## config.mk

```make
export PLATFORM = sky130hd
export DESIGN_NAME = telnet_receive_option_engine_unit
export DESIGN_NICKNAME = d
export VERILOG_FILES = /design/src/design/tro_pkg.sv /design/src/design/tro_decode.sv /design/src/design/telnet_receive_option_engine_unit.sv
export SDC_FILE = /design/constraint.sdc
export NUM_CORES = 1
export LEC_CHECK = 0
export BUFFER_PORTS_ARGS = -buffer_cell sky130_fd_sc_hd__clkbuf_2
export CAP_MARGIN = 20
export CELL_PAD_IN_SITES_DETAIL_PLACEMENT = 1
export CELL_PAD_IN_SITES_GLOBAL_PLACEMENT = 2
export CORE_ASPECT_RATIO = 0.7
export CORE_MARGIN = 3
export CORE_UTILIZATION = 43
export DETAILED_ROUTE_END_ITERATION = 7
export PLACE_DENSITY_LB_ADDON = 0.1
export REMOVE_ABC_BUFFERS = 1
export SLEW_MARGIN = 30
export SYNTH_ARGS = -nofsm -noshare
export SYNTH_HDL_FRONTEND = slang
export SYNTH_SLANG_ARGS = --single-unit
```

## constraint.sdc

```tcl
create_clock -name clk_i -period 8.11 [get_ports clk_i]
set_input_delay 0.811 -clock clk_i [delete_from_list [all_inputs] [get_ports clk_i]]
set_output_delay 0.811 -clock clk_i [all_outputs]
set_load 0.02 [all_outputs]
```

## src/design/tro_pkg.sv

```systemverilog
// ----------------------------------------------------------------------------
// Telnet receive option engine package
// Shared types and protocol constants for the decoder and the top level.
// ----------------------------------------------------------------------------
package tro_pkg;

  // Telnet command bytes
  localparam logic [7:0] CH_IAC   = 8'd255;
  localparam logic [7:0] CH_WILL  = 8'd251;
  localparam logic [7:0] CH_WONT  = 8'd252;
  localparam logic [7:0] CH_DO    = 8'd253;
  localparam logic [7:0] CH_DONT  = 8'd254;
  localparam logic [7:0] CH_DMARK = 8'd242;
  localparam logic [7:0] CH_IP    = 8'd244;
  localparam logic [7:0] CH_AO    = 8'd245;
  localparam logic [7:0] CH_EC    = 8'd247;
  localparam logic [7:0] CH_EL    = 8'd248;
  localparam logic [7:0] CH_NOP   = 8'd241;
  localparam logic [7:0] CH_GA    = 8'd249;

  localparam logic [7:0] CH_NUL = 8'd0;
  localparam logic [7:0] CH_LF  = 8'd10;
  localparam logic [7:0] CH_CR  = 8'd13;

  // Option codes; binary, echo and suppress-go-ahead have a policy of their own
  localparam logic [7:0] OPT_BINARY = 8'd0;
  localparam logic [7:0] OPT_ECHO   = 8'd1;
  localparam logic [7:0] OPT_SGA    = 8'd3;
  localparam logic [7:0] OPT_TM     = 8'd6;

  localparam logic [1:0] ECHO_RAW_NOECHO = 2'd1;
  localparam logic [1:0] ECHO_RAW_ECHO   = 2'd3;

  // Configuration register indexes
  localparam logic [1:0] REG_INTERRUPT = 2'd0;
  localparam logic [1:0] REG_ERASE     = 2'd1;
  localparam logic [1:0] REG_KILL      = 2'd2;
  localparam logic [1:0] REG_FLUSH     = 2'd3;

  localparam int unsigned MaxRes = 3;

  typedef enum logic [1:0] {
    PH_DATA = 2'd0,
    PH_CMD  = 2'd1,
    PH_OPT  = 2'd2
  } phase_e;

  typedef enum logic [1:0] {
    VERB_WILL = 2'd0,
    VERB_WONT = 2'd1,
    VERB_DO   = 2'd2,
    VERB_DONT = 2'd3
  } verb_e;

  typedef enum logic [1:0] {
    KIND_TERM  = 2'd0,
    KIND_NET   = 2'd1,
    KIND_FLUSH = 2'd2
  } kind_e;

  // Only binary, echo and suppress-go-ahead entries of the option tables can
  // ever become set; every other entry stays clear from reset onwards.
  typedef struct packed {
    logic sga;
    logic echo;
    logic bin;
  } opt_t;

  typedef struct packed {
    phase_e     phase;
    verb_e      verb;
    logic [7:0] prev;
    opt_t       peer;
    opt_t       local_opt;
    logic       ga;
    logic [1:0] echo;
  } st_t;

  typedef struct packed {
    kind_e      kind;
    logic [7:0] value;
    logic       push;
  } res_t;

  typedef struct packed {
    logic [7:0] intr;
    logic [7:0] erase;
    logic [7:0] kill;
    logic [7:0] flush;
  } cfg_t;

endpackage

```

## src/design/tro_decode.sv

```systemverilog
// ----------------------------------------------------------------------------
// Telnet receive option engine decoder
// Parses one received byte or idle event against the current state and gives
// the next state together with up to three result entries.
// ----------------------------------------------------------------------------
module tro_decode (
  input  logic                                 cmd_i,
  input  logic [7:0]                           byte_i,
  input  tro_pkg::st_t                         st_i,
  input  tro_pkg::cfg_t                        cfg_i,
  output tro_pkg::st_t                         st_o,
  output tro_pkg::res_t [tro_pkg::MaxRes-1:0]  res_o,
  output logic [1:0]                           n_res_o
);

  logic is_bin, is_echo, is_sga, policy_opt;
  logic peer_c, local_c;
  logic reply;
  logic [7:0] reply_verb;

  assign is_bin     = (byte_i == tro_pkg::OPT_BINARY);
  assign is_echo    = (byte_i == tro_pkg::OPT_ECHO);
  assign is_sga     = (byte_i == tro_pkg::OPT_SGA);
  assign policy_opt = is_bin | is_sga;

  assign peer_c  = (is_bin & st_i.peer.bin) | (is_echo & st_i.peer.echo) |
                   (is_sga & st_i.peer.sga);
  assign local_c = (is_bin & st_i.local_opt.bin) | (is_echo & st_i.local_opt.echo) |
                   (is_sga & st_i.local_opt.sga);

  always_comb begin
    st_o       = st_i;
    reply      = 1'b0;
    reply_verb = tro_pkg::CH_WONT;
    res_o      = '0;
    n_res_o    = 2'd0;

    if (cmd_i) begin
      if (st_i.phase == tro_pkg::PH_DATA && st_i.ga) begin
        res_o[0] = '{tro_pkg::KIND_NET, tro_pkg::CH_IAC, 1'b0};
        res_o[1] = '{tro_pkg::KIND_NET, tro_pkg::CH_GA, 1'b1};
        n_res_o  = 2'd2;
      end
    end else begin
      case (st_i.phase)
        tro_pkg::PH_DATA: begin
          if (byte_i == tro_pkg::CH_IAC) begin
            st_o.phase = tro_pkg::PH_CMD;
          end else begin
            // drop NUL or LF straight after CR
            if (st_i.prev != tro_pkg::CH_CR ||
                (byte_i != tro_pkg::CH_LF && byte_i != tro_pkg::CH_NUL)) begin
              res_o[0] = '{tro_pkg::KIND_TERM, byte_i, 1'b0};
              n_res_o  = 2'd1;
            end
            st_o.prev = byte_i;
          end
        end
        tro_pkg::PH_CMD: begin
          st_o.phase = tro_pkg::PH_DATA;
          case (byte_i)
            tro_pkg::CH_WILL, tro_pkg::CH_WONT, tro_pkg::CH_DO, tro_pkg::CH_DONT: begin
              st_o.verb  = tro_pkg::verb_e'(2'(byte_i - tro_pkg::CH_WILL));
              st_o.phase = tro_pkg::PH_OPT;
            end
            tro_pkg::CH_DMARK: begin
              res_o[0] = '{tro_pkg::KIND_FLUSH, 8'd0, 1'b0};
              n_res_o  = 2'd1;
            end
            tro_pkg::CH_IP: begin
              res_o[0] = '{tro_pkg::KIND_TERM, cfg_i.intr, 1'b0};
              n_res_o  = 2'd1;
            end
            tro_pkg::CH_EC: begin
              res_o[0] = '{tro_pkg::KIND_TERM, cfg_i.erase, 1'b0};
              n_res_o  = 2'd1;
            end
            tro_pkg::CH_EL: begin
              res_o[0] = '{tro_pkg::KIND_TERM, cfg_i.kill, 1'b0};
              n_res_o  = 2'd1;
            end
            tro_pkg::CH_AO: begin
              res_o[0] = '{tro_pkg::KIND_NET, tro_pkg::CH_IAC, 1'b0};
              res_o[1] = '{tro_pkg::KIND_NET, tro_pkg::CH_DMARK, 1'b1};
              res_o[2] = '{tro_pkg::KIND_TERM, cfg_i.flush, 1'b0};
              n_res_o  = 2'd3;
            end
            default: ;
          endcase
        end
        tro_pkg::PH_OPT: begin
          st_o.phase = tro_pkg::PH_DATA;
          case (st_i.verb)
            tro_pkg::VERB_WILL: begin
              if (!peer_c) begin
                reply = 1'b1;
                if (policy_opt) begin
                  reply_verb = tro_pkg::CH_DO;
                  if (is_bin) st_o.peer.bin = 1'b1;
                  if (is_sga) st_o.peer.sga = 1'b1;
                end else begin
                  reply_verb = tro_pkg::CH_DONT;
                end
              end
            end
            tro_pkg::VERB_WONT: begin
              if (peer_c) begin
                reply      = 1'b1;
                reply_verb = tro_pkg::CH_DONT;
                // echo entry stays set on refusal
                if (is_bin) st_o.peer.bin = 1'b0;
                if (is_sga) st_o.peer.sga = 1'b0;
              end
            end
            tro_pkg::VERB_DO: begin
              if (!local_c) begin
                reply = 1'b1;
                if (is_echo || policy_opt) begin
                  reply_verb = tro_pkg::CH_WILL;
                end else begin
                  reply_verb = tro_pkg::CH_WONT;
                end
                if (is_echo) begin
                  st_o.echo           = tro_pkg::ECHO_RAW_ECHO;
                  st_o.local_opt.echo = 1'b1;
                  st_o.peer.echo      = 1'b0;
                end
                if (is_sga) begin
                  st_o.local_opt.sga = 1'b1;
                  st_o.ga            = 1'b0;
                end
                if (is_bin) st_o.local_opt.bin = 1'b1;
              end
            end
            default: begin
              if (local_c) begin
                reply      = 1'b1;
                reply_verb = tro_pkg::CH_WONT;
                if (is_echo) begin
                  st_o.echo           = tro_pkg::ECHO_RAW_NOECHO;
                  st_o.local_opt.echo = 1'b0;
                  st_o.peer.echo      = 1'b1;
                end
                if (is_sga) begin
                  st_o.local_opt.sga = 1'b0;
                  st_o.ga            = 1'b1;
                end
                if (is_bin) st_o.local_opt.bin = 1'b0;
              end
            end
          endcase
          if (reply) begin
            res_o[0] = '{tro_pkg::KIND_NET, tro_pkg::CH_IAC, 1'b0};
            res_o[1] = '{tro_pkg::KIND_NET, reply_verb, 1'b0};
            res_o[2] = '{tro_pkg::KIND_NET, byte_i, 1'b1};
            n_res_o  = 2'd3;
          end
        end
        default: begin
          st_o.phase = tro_pkg::PH_DATA;
        end
      endcase
    end
  end

endmodule

```

## src/design/telnet_receive_option_engine_unit.sv

```systemverilog
// ----------------------------------------------------------------------------
// Telnet receive option engine
// Server-side telnet receive parser with option negotiation replies.
// ----------------------------------------------------------------------------
// Input stream: one request per received network byte (s_axis_tuser = 0) or
// per receive-buffer-empty event (s_axis_tuser = 1). Output stream: result
// requests, tuser giving the kind (terminal byte, network byte, flush) and
// tlast marking the final result of one input request.
// An accepted request sits in the input register; the decoder works on it
// combinationally, and once the result buffer is empty or hands over its
// final result, up to three results load into the buffer register, which
// offers the first. The buffer presents one result per cycle while the
// master side is ready, so an input holds it for as many results as it
// gives; a negotiation reply of three bytes sets the worst case.
// The input register accepts a new request while results still wait, and a
// stalled master side holds the buffer and then the input register.
// Reset clears the parse state and the option tables, sets go-ahead on and
// echo mode to raw echo, and loads the terminal characters with their
// defaults. Configuration writes are taken at once while the block is idle.
// ----------------------------------------------------------------------------
module telnet_receive_option_engine_unit (
  input  logic        clk_i,
  input  logic        rst_ni,
  input  logic        cfg_we_i,
  input  logic [1:0]  cfg_index_i,
  input  logic [7:0]  cfg_data_i,
  input  logic        s_axis_tvalid,
  output logic        s_axis_tready,
  input  logic [7:0]  s_axis_tdata,   // [7:0] rx_byte
  input  logic        s_axis_tuser,   // [0] command
  output logic        m_axis_tvalid,
  input  logic        m_axis_tready,
  output logic [15:0] m_axis_tdata,   // [7:0] value, [8] push_packet,
                                      // [10:9] echo_mode, [11] go_ahead,
                                      // [12] binary_tx, [15:13] zero
  output logic [1:0]  m_axis_tuser,   // [1:0] kind
  output logic        m_axis_tlast
);

  tro_pkg::cfg_t cfg_q;
  tro_pkg::st_t  st_q, st_d;

  logic       in_valid_q;
  logic       in_cmd_q;
  logic [7:0] in_byte_q;

  tro_pkg::res_t [tro_pkg::MaxRes-1:0] res_d, res_q;
  logic [1:0] n_res_d, cnt_q;
  logic [1:0] echo_q;
  logic       ga_q, bin_q;
  logic       load, pop;

  always_ff @(posedge clk_i or negedge rst_ni) begin
    if (!rst_ni) begin
      cfg_q.intr  <= 8'd127;
      cfg_q.erase <= 8'd35;
      cfg_q.kill  <= 8'd64;
      cfg_q.flush <= 8'd15;
    end else if (cfg_we_i) begin
      case (cfg_index_i)
        tro_pkg::REG_INTERRUPT: cfg_q.intr  <= cfg_data_i;
        tro_pkg::REG_ERASE:     cfg_q.erase <= cfg_data_i;
        tro_pkg::REG_KILL:      cfg_q.kill  <= cfg_data_i;
        tro_pkg::REG_FLUSH:     cfg_q.flush <= cfg_data_i;
        default: ;
      endcase
    end
  end

  tro_decode u_decode (
    .cmd_i   (in_cmd_q),
    .byte_i  (in_byte_q),
    .st_i    (st_q),
    .cfg_i   (cfg_q),
    .st_o    (st_d),
    .res_o   (res_d),
    .n_res_o (n_res_d)
  );

  assign pop  = m_axis_tvalid & m_axis_tready;
  // load once the buffer is empty or hands over its final result
  assign load = in_valid_q & ((cnt_q == 2'd0) | ((cnt_q == 2'd1) & m_axis_tready));
  assign s_axis_tready = ~in_valid_q | load;

  always_ff @(posedge clk_i or negedge rst_ni) begin
    if (!rst_ni) begin
      in_valid_q <= 1'b0;
    end else if (s_axis_tready) begin
      in_valid_q <= s_axis_tvalid;
    end
  end

  always_ff @(posedge clk_i) begin
    if (s_axis_tready && s_axis_tvalid) begin
      in_cmd_q  <= s_axis_tuser;
      in_byte_q <= s_axis_tdata;
    end
  end

  always_ff @(posedge clk_i or negedge rst_ni) begin
    if (!rst_ni) begin
      st_q.phase     <= tro_pkg::PH_DATA;
      st_q.verb      <= tro_pkg::VERB_WILL;
      st_q.prev      <= 8'd0;
      st_q.peer      <= '0;
      st_q.local_opt <= '0;
      st_q.ga        <= 1'b1;
      st_q.echo      <= tro_pkg::ECHO_RAW_ECHO;
      cnt_q          <= 2'd0;
    end else if (load) begin
      st_q  <= st_d;
      cnt_q <= n_res_d;
    end else if (pop) begin
      cnt_q <= cnt_q - 2'd1;
    end
  end

  always_ff @(posedge clk_i) begin
    if (load) begin
      res_q  <= res_d;
      echo_q <= st_d.echo;
      ga_q   <= st_d.ga;
      bin_q  <= st_d.local_opt.bin;
    end else if (pop) begin
      // advance the burst by one entry
      res_q[0] <= res_q[1];
      res_q[1] <= res_q[2];
    end
  end

  assign m_axis_tvalid = (cnt_q != 2'd0);
  assign m_axis_tlast  = (cnt_q == 2'd1);
  assign m_axis_tuser  = res_q[0].kind;
  assign m_axis_tdata  = {3'b000, bin_q, ga_q, echo_q, res_q[0].push, res_q[0].value};

  a_net_last_push : assert property (@(posedge clk_i) disable iff (!rst_ni)
    m_axis_tvalid && m_axis_tlast && m_axis_tuser == tro_pkg::KIND_NET
      |-> m_axis_tdata[8])
    else $error("final network byte of a burst without push");

  a_term_no_push : assert property (@(posedge clk_i) disable iff (!rst_ni)
    m_axis_tvalid && m_axis_tuser != tro_pkg::KIND_NET |-> !m_axis_tdata[8])
    else $error("push set on a terminal result");

  a_ga_vs_sga : assert property (@(posedge clk_i) disable iff (!rst_ni)
    st_q.ga == !st_q.local_opt.sga)
    else $error("go-ahead out of step with local suppress-go-ahead");

  a_echo_mode : assert property (@(posedge clk_i) disable iff (!rst_ni)
    st_q.local_opt.echo |-> st_q.echo == tro_pkg::ECHO_RAW_ECHO)
    else $error("local echo agreed without raw echo mode");

  a_stall_hold : assert property (@(posedge clk_i) disable iff (!rst_ni)
    m_axis_tvalid && !m_axis_tready |=> $stable(cnt_q))
    else $error("result buffer changed under a stall");

endmodule

```

=== Word level (Yosys, flattened, before mapping) ===
Cells that the tools add are included.

* Add/subtract/negate cells: 2
* Eq/ne operators: 31
* Mux-type cells: 64
* Bitwise operators: 20
* Reduce and logical (&&, ||, !) cells: 29

{| class="wikitable"
|+ Operators with widths
! cell !! count
|-
| 8-bit equality test (second input constant) || 10
|-
| 22-bit two-way mux || 3
|-
| 11-bit case mux with 5 select lines || 1
|-
| 22-bit case mux with 2 select lines || 1
|-
| 11-bit case mux with 3 select lines || 1
|-
| 32-bit two-way mux || 1
|-
| 1-bit two-way mux || 26
|-
| 8-bit case mux with 3 select lines || 1
|-
| 2-bit two-way mux || 11
|-
| 21-bit two-way mux || 1
|-
| 20-bit two-way mux || 1
|-
| 9-bit AND reduction || 2
|-
| 8-bit by 4-bit != test with 1-bit output (second input constant) || 2
|-
| 7-bit AND reduction || 2
|-
| 4-bit two-way mux || 3
|-
| 6-bit two-way mux || 2
|-
| 2-bit by 1-bit != test with 1-bit output (second input constant) || 6
|-
| 6-bit case mux with 2 select lines || 1
|-
| 11-bit two-way mux || 1
|-
| 1-bit AND || 9
|-
| 9-bit two-way mux || 1
|-
| 2-bit by 1-bit equality test with 1-bit output (second input constant) || 4
|-
| 2-bit equality test (second input constant) || 4
|-
| 8-bit by 1-bit equality test with 1-bit output (second input constant) || 1
|-
| other kinds (23) || 51
|}

* Flip-flop bits (word level): 102
* Input bits: 24
* Output and inout bits: 21
* Word-level logic and storage cells: 177

=== Longest topological paths before layout ===
* Depth after elaboration: 12
* Mapped depth: 10
* Mapped depth without buffers: 8

=== Modules after synthesis ===
Synthesis repeated with hierarchy kept, for this count alone.

* Cells, all modules: 428
* Area, all modules: 5519.0 µm²

{| class="wikitable"
|+ Modules (own cells, without submodules)
! module !! instances !! cells each !! area an instance (µm²)
|-
| telnet_receive_option_engine_unit || 1 || 223 || 4161.5
|-
| tro_decode || 1 || 205 || 1357.6
|}

=== Worst setup path before layout ===
OpenSTA, ideal clock, no wires.

* Path type: flip-flop to flip-flop
* From: register in_byte_q[0]
* To: register cnt_q[0]
* Data arrival time: 2466 ps
* Data required time: 7984 ps
* Setup slack: 5518 ps
* Cell stages (with the launch flop): 9
* Buffers on the path: 2
* Clock period less this slack: 2592 ps
* Cell sequence: edfxtp_1 -> ha_1 -> buf_6 -> a222oi_1 -> mux2i_1 -> and4_1 -> buf_2 -> or4_1 -> a221o_1

* Cells in the longest elaborated chain, start to end: 12
* Elaborated cells on any way between the ends: 38
* Classes of those cells: eq/ne (9); mux (14); bitwise (10); reduce/logical (5)

{| class="wikitable"
|+ RTL lines
! item !! RTL line !! RTL
|-
| from (decl) || telnet_receive_option_engine_unit.sv:45 || <nowiki>logic [7:0] in_byte_q;</nowiki>
|-
| from (signal assigned) || telnet_receive_option_engine_unit.sv:96 || <nowiki>in_byte_q <= s_axis_tdata;</nowiki>
|-
| 8-bit by 1-bit equality test with 1-bit output or 8-bit zero test (tied branches) || tro_decode.sv:22, tro_decode.sv:21 ||
|-
| 1-bit AND, on equally long branches || tro_decode.sv:28, tro_decode.sv:26 ||
|-
| 1-bit OR, on equally long branches (2 in series) || tro_decode.sv:28, tro_decode.sv:26 ||
|-
| 1-bit two-way mux, on equally long branches || - ||
|-
| 1-bit case mux with 3 select lines || tro_decode.sv:93 || <nowiki>case (st_i.verb)</nowiki>
|-
| 1-bit two-way mux || tro_decode.sv:45 || <nowiki>case (st_i.phase)</nowiki>
|-
| 1-bit two-way mux || tro_decode.sv:38 || <nowiki>if (cmd_i) begin</nowiki>
|-
| 2-bit two-way mux || tro_decode.sv:152 || <nowiki>if (reply) begin</nowiki>
|-
| 2-bit case mux with 3 select lines (*) || tro_decode.sv:45 ||
|-
| 2-bit two-way mux (*) || tro_decode.sv:38 ||
|-
| 2-bit two-way mux (*) || telnet_receive_option_engine_unit.sv:110 || <nowiki>end else if (load) begin</nowiki>
|-
| to (signal assigned) || telnet_receive_option_engine_unit.sv:112 || <nowiki>cnt_q <= n_res_d;</nowiki>
|-
| to (signal assigned) || telnet_receive_option_engine_unit.sv:114 || <nowiki>cnt_q <= cnt_q - 2'd1;</nowiki>
|-
| to (decl) || telnet_receive_option_engine_unit.sv:48 || <nowiki>logic [1:0] n_res_d, cnt_q;</nowiki>
|}

Every way passes the cells marked *; elsewhere a longest branch is shown, timed or not. The select of a mux whose other input is x is not followed.
A chain may end at the register's enable or synchronous reset.

=== Worst setup path in the final report ===
* From: register in_byte_q[0]
* To: register res_q[16] (netlist name), data pin

* Cells in the longest elaborated chain, start to end: 12
* Elaborated cells on any way between the ends: 26
* Classes of those cells: eq/ne (3); mux (12); bitwise (10); reduce/logical (1)

{| class="wikitable"
|+ RTL lines
! item !! RTL line !! RTL
|-
| 8-bit by 1-bit equality test with 1-bit output or 8-bit zero test (tied branches) || tro_decode.sv:22, tro_decode.sv:21 ||
|-
| 1-bit AND, on equally long branches || tro_decode.sv:28, tro_decode.sv:26 ||
|-
| 1-bit OR, on equally long branches (2 in series) || tro_decode.sv:28, tro_decode.sv:26 ||
|-
| 1-bit two-way mux, on equally long branches || - ||
|-
| 1-bit case mux with 3 select lines || tro_decode.sv:93 ||
|-
| 1-bit two-way mux || tro_decode.sv:45 ||
|-
| 1-bit two-way mux || tro_decode.sv:38 ||
|-
| 32-bit two-way mux || tro_decode.sv:152 ||
|-
| 22-bit case mux with 2 select lines (*) || tro_decode.sv:45 ||
|-
| 22-bit two-way mux (*) || tro_decode.sv:38 ||
|-
| 22-bit two-way mux (*) || telnet_receive_option_engine_unit.sv:119 || <nowiki>if (load) begin</nowiki>
|-
| to (signal assigned) || telnet_receive_option_engine_unit.sv:120 || <nowiki>res_q <= res_d;</nowiki>
|-
| to (decl) || telnet_receive_option_engine_unit.sv:47 || <nowiki>tro_pkg::res_t [tro_pkg::MaxRes-1:0] res_d, res_q;</nowiki>
|}

Marks and branches as above.

==> reports/qor.yml <==
sta:
  timing.fmax_mhz: 310
  fin_crit_ns: 3.23
  fin_tns_setup_ns: 0
  finalHoldViolCount: 0
  rsz0062_at_grt: "no"
  finalClockSkew_ns: 0.00818
  max_slew_margin: 0.425
  tightest_slew_ns: 0.862
  drv_slew: 0
  fin_crit_sh: 0.398
  setup-violations-final: 0
grt:
  grt_usage: 0.207
  grt_pass1_vias: 3520
  grt_antenna_before_repair: 0
  grt_pass1_wl_um: 20100
  grt_overflow: 0
  grt_max_degree: 57
die:
  core_sq_um: 11100
  io_pins: 45
  placementRows: 32
  die-area_sq_um: 12800
  start_util: 0.443
  dieHeight_um: 95.5
  die_w_um: 134
worst_hold_path:
  min_path_type: "reg2reg"
worst_setup_path:
  crit_family: "compound AO/OA/AOI/OAI gates"
  worstPathRequired_ns: 8.19
  critical_path.slowest_cell: "ha_1"
  path_cells: "inv_1 -> ha_1 -> a222oi_1 -> mux2i_1 -> a21oi_1 -> o31ai_1 -> a21oi_1"
  max_stage_delay_ns: 0.70
  endpoint_kind: "register"
  critical_path_buf_inv_count: 1
  start_kind: "register"
  arrival_ns: 3.30
  crit_path_max_fanout: 21
  critPathKind: "reg2reg"
  cpMostUsedCell: "a21oi_1"
finish:
  n_antenna_cell: 0
  syn_to_final_growth_pct: 11.4
  layout_common_cells: "mux2_2 (43), edfxtp_1 (43), clkbuf_2 (41)"
  post_route_cells_drive_above_1_share: 0.293
  utilization: 0.494
  nNetsFinal: 466
cts:
  path_clk_slew_ns: 0.07
  root_buffer: "clkbuf_16"
  cts_htree_levels: 3
  clk_latency_ns: 0.35
  cts.sinks: 99
  clock_path_buffers: 2
  cts_buffers: 9
  post_cts_resized: 0
  cts_setup_buffers: 0
  ctsHoldBuffers: 0
  cts_tree: "built"
logic_synthesis:
  synth-edff-count: 43
  yosysWarnings: 0
  netlist.area_leader.share: 0.263
  yosys.area.top_type: "edfxtp_1"
  synth.ff_latch_count: 99
  ys.flop_type: "edfxtp_1"
  synth.cell_area_sq_um: 4920
  syn_avg_cell_area_sq_um: 11.9
  ys_types: 55
  synthCells: 413
  async_reset_ff_frac: 0.566
  synthTopCellsByArea: "edfxtp_1 (26%), dfrtp_1 (19%), mux2_2 (9.8%), dfstp_2 (9.6%), a21oi_1 (3.6%)"
  synth-seq-area-share: 0.552
power:
  power.density_nw_per_um2: 353
  ir_drop_uv: 146
  p_leak_nw: 2.22
  combinationalPowerShare: 0.316
  swShare: 0.349
  p_clk_frac: 0.254
  power_frac_seq: 0.430
  p_switching_w: 0.000675
  p_int_w: 0.00126
outcome:
  status: "complete, no violations"
detailed_routing:
  drt_pass1_iterations: 4
  dr.first_iter.drc_count: 263
  drc: 0
  num_vias: 3453
  ant_nets: 0
  viasPerCell: 5.85
  avgRoutedWirePerCell_um: 21.3
  routed_wl_um: 12600
placement:
  portBuffers: 41
  place_congestion: 0.776
  dpl.hpwl_um: 8960
flow_run:
  drv_cap: 0
-- power groups by stage --
stage	clock network, W	registers [W]	logic, W
floorplan	0	0.000841	0.000382
global placement	0	0.000835	0.000593
detailed placement	0	0.000841	0.000610
CTS	0.000502	0.000833	0.000614
global route	0.000524	0.000851	0.000681
finish	0.000493	0.000832	0.000611
-- sequential cells by signal (all words and copies together), names as in the netlist --
name,flops
in_cmd_q,1
cfg_q,32
m_axis_tdata,9
in_valid_q,1
cnt_q,2
m_axis_tuser,2
bin_q,1
st_q,21
echo_q,2
res_q,19
ga_q,1
in_byte_q,8
-- worst register-to-register path, delay by kind of cell (launching register included) --
family / cells / cell delay, ns
AOI/OAI and AO/OA: 4 / 1.27
adders and majority gates: 1 / 0.70
buffers and inverters: 1 / 0.14
DFF: 1 / 0.49
muxes: 1 / 0.35
-- cells in the mapped netlist, types with 10 or more instances --
library cell	instances
dfstp_2	18
inv_1	14
a22oi_1	18
nor2_1	18
a21oi_1	35
o21ai_0	20
nor3_1	14
dfrtp_1	38
edfxtp_1	43
mux2_2	43
ha_1	10
buf_4	16
clkbuf_1	12
-- kinds of logic (layout without fill, tap and decap cells) --
| logic type | count (synthesis) | in the layout | share of synthesized area |
|---|---|---|---|
| AND/OR/NAND/NOR | 87 | 87 | 0.105 |
| multiplexers | 49 | 49 | 0.111 |
| AO/OA/AOI/OAI | 113 | 113 | 0.148 |
| flip-flops | 99 | 99 | 0.552 |
| buffers and inverters | 52 | 74 | 0.0547 |
| adder cells (fa/ha/maj) | 10 | 10 | 0.0254 |
| other | 1 | 3 | 0.000762 |
| XOR/XNOR | 2 | 2 | 0.00356 |
-- final cells by class --
cell class / count / area (sq um)
sequential: 99 / 2720
multi-input combinational: 264 / 1950
clock inverter: 6 / 111
timing repair buffer: 44 / 228
fill: 1176 / 5610
clock buffer: 10 / 229
inverter: 14 / 52.6
tap: 153 / 191
-- final timing paths --
check / from / end / slack, ns / cells after the start
worst max-delay path: in_byte_q[0] / res_q[16] / 4.88 / 7
worst min-delay path: st_q[0] / st_q[0] / 0.48 / 2
worst max register to register: in_byte_q[0] / res_q[16] / 4.88 / 7
worst min register to register: st_q[0] / st_q[0] / 0.48 / 2
max in group asynchronous: rst_ni / cnt_q[0] / 6.98 / 2
min in group asynchronous: rst_ni / cfg_q[19] / 0.60 / 2
-- per-stage QoR --
stage / area, sq um / cells / setup WS, ns / power [W] / hold slack [ns]
6_report: 5480 / 590 / 4.88 / 0.00194 / 0.483
5_1_grt: 5480 / 590 / 4.58 / 0.00206 / 0.528
4_1_cts: 5470 / 590 / 4.86 / 0.00195 / 0.492
3_5_place_dp: 5130 / 574 / 4.75 / 0.00145 / 0.482
3_3_place_gp: 5130 / 574 / 4.72 / 0.00143 / 0.461
2_1_floorplan: 4710 / 377 / 5.38 / 0.00122 / 0.450
-- layer usage --
metal	wire [um]	track usage
met1	6490	0.318
met2	5390	0.295
met3	576	0.0480
met4	102	0.0437
met5	0	0
Power figures use the tool's default switching activity.
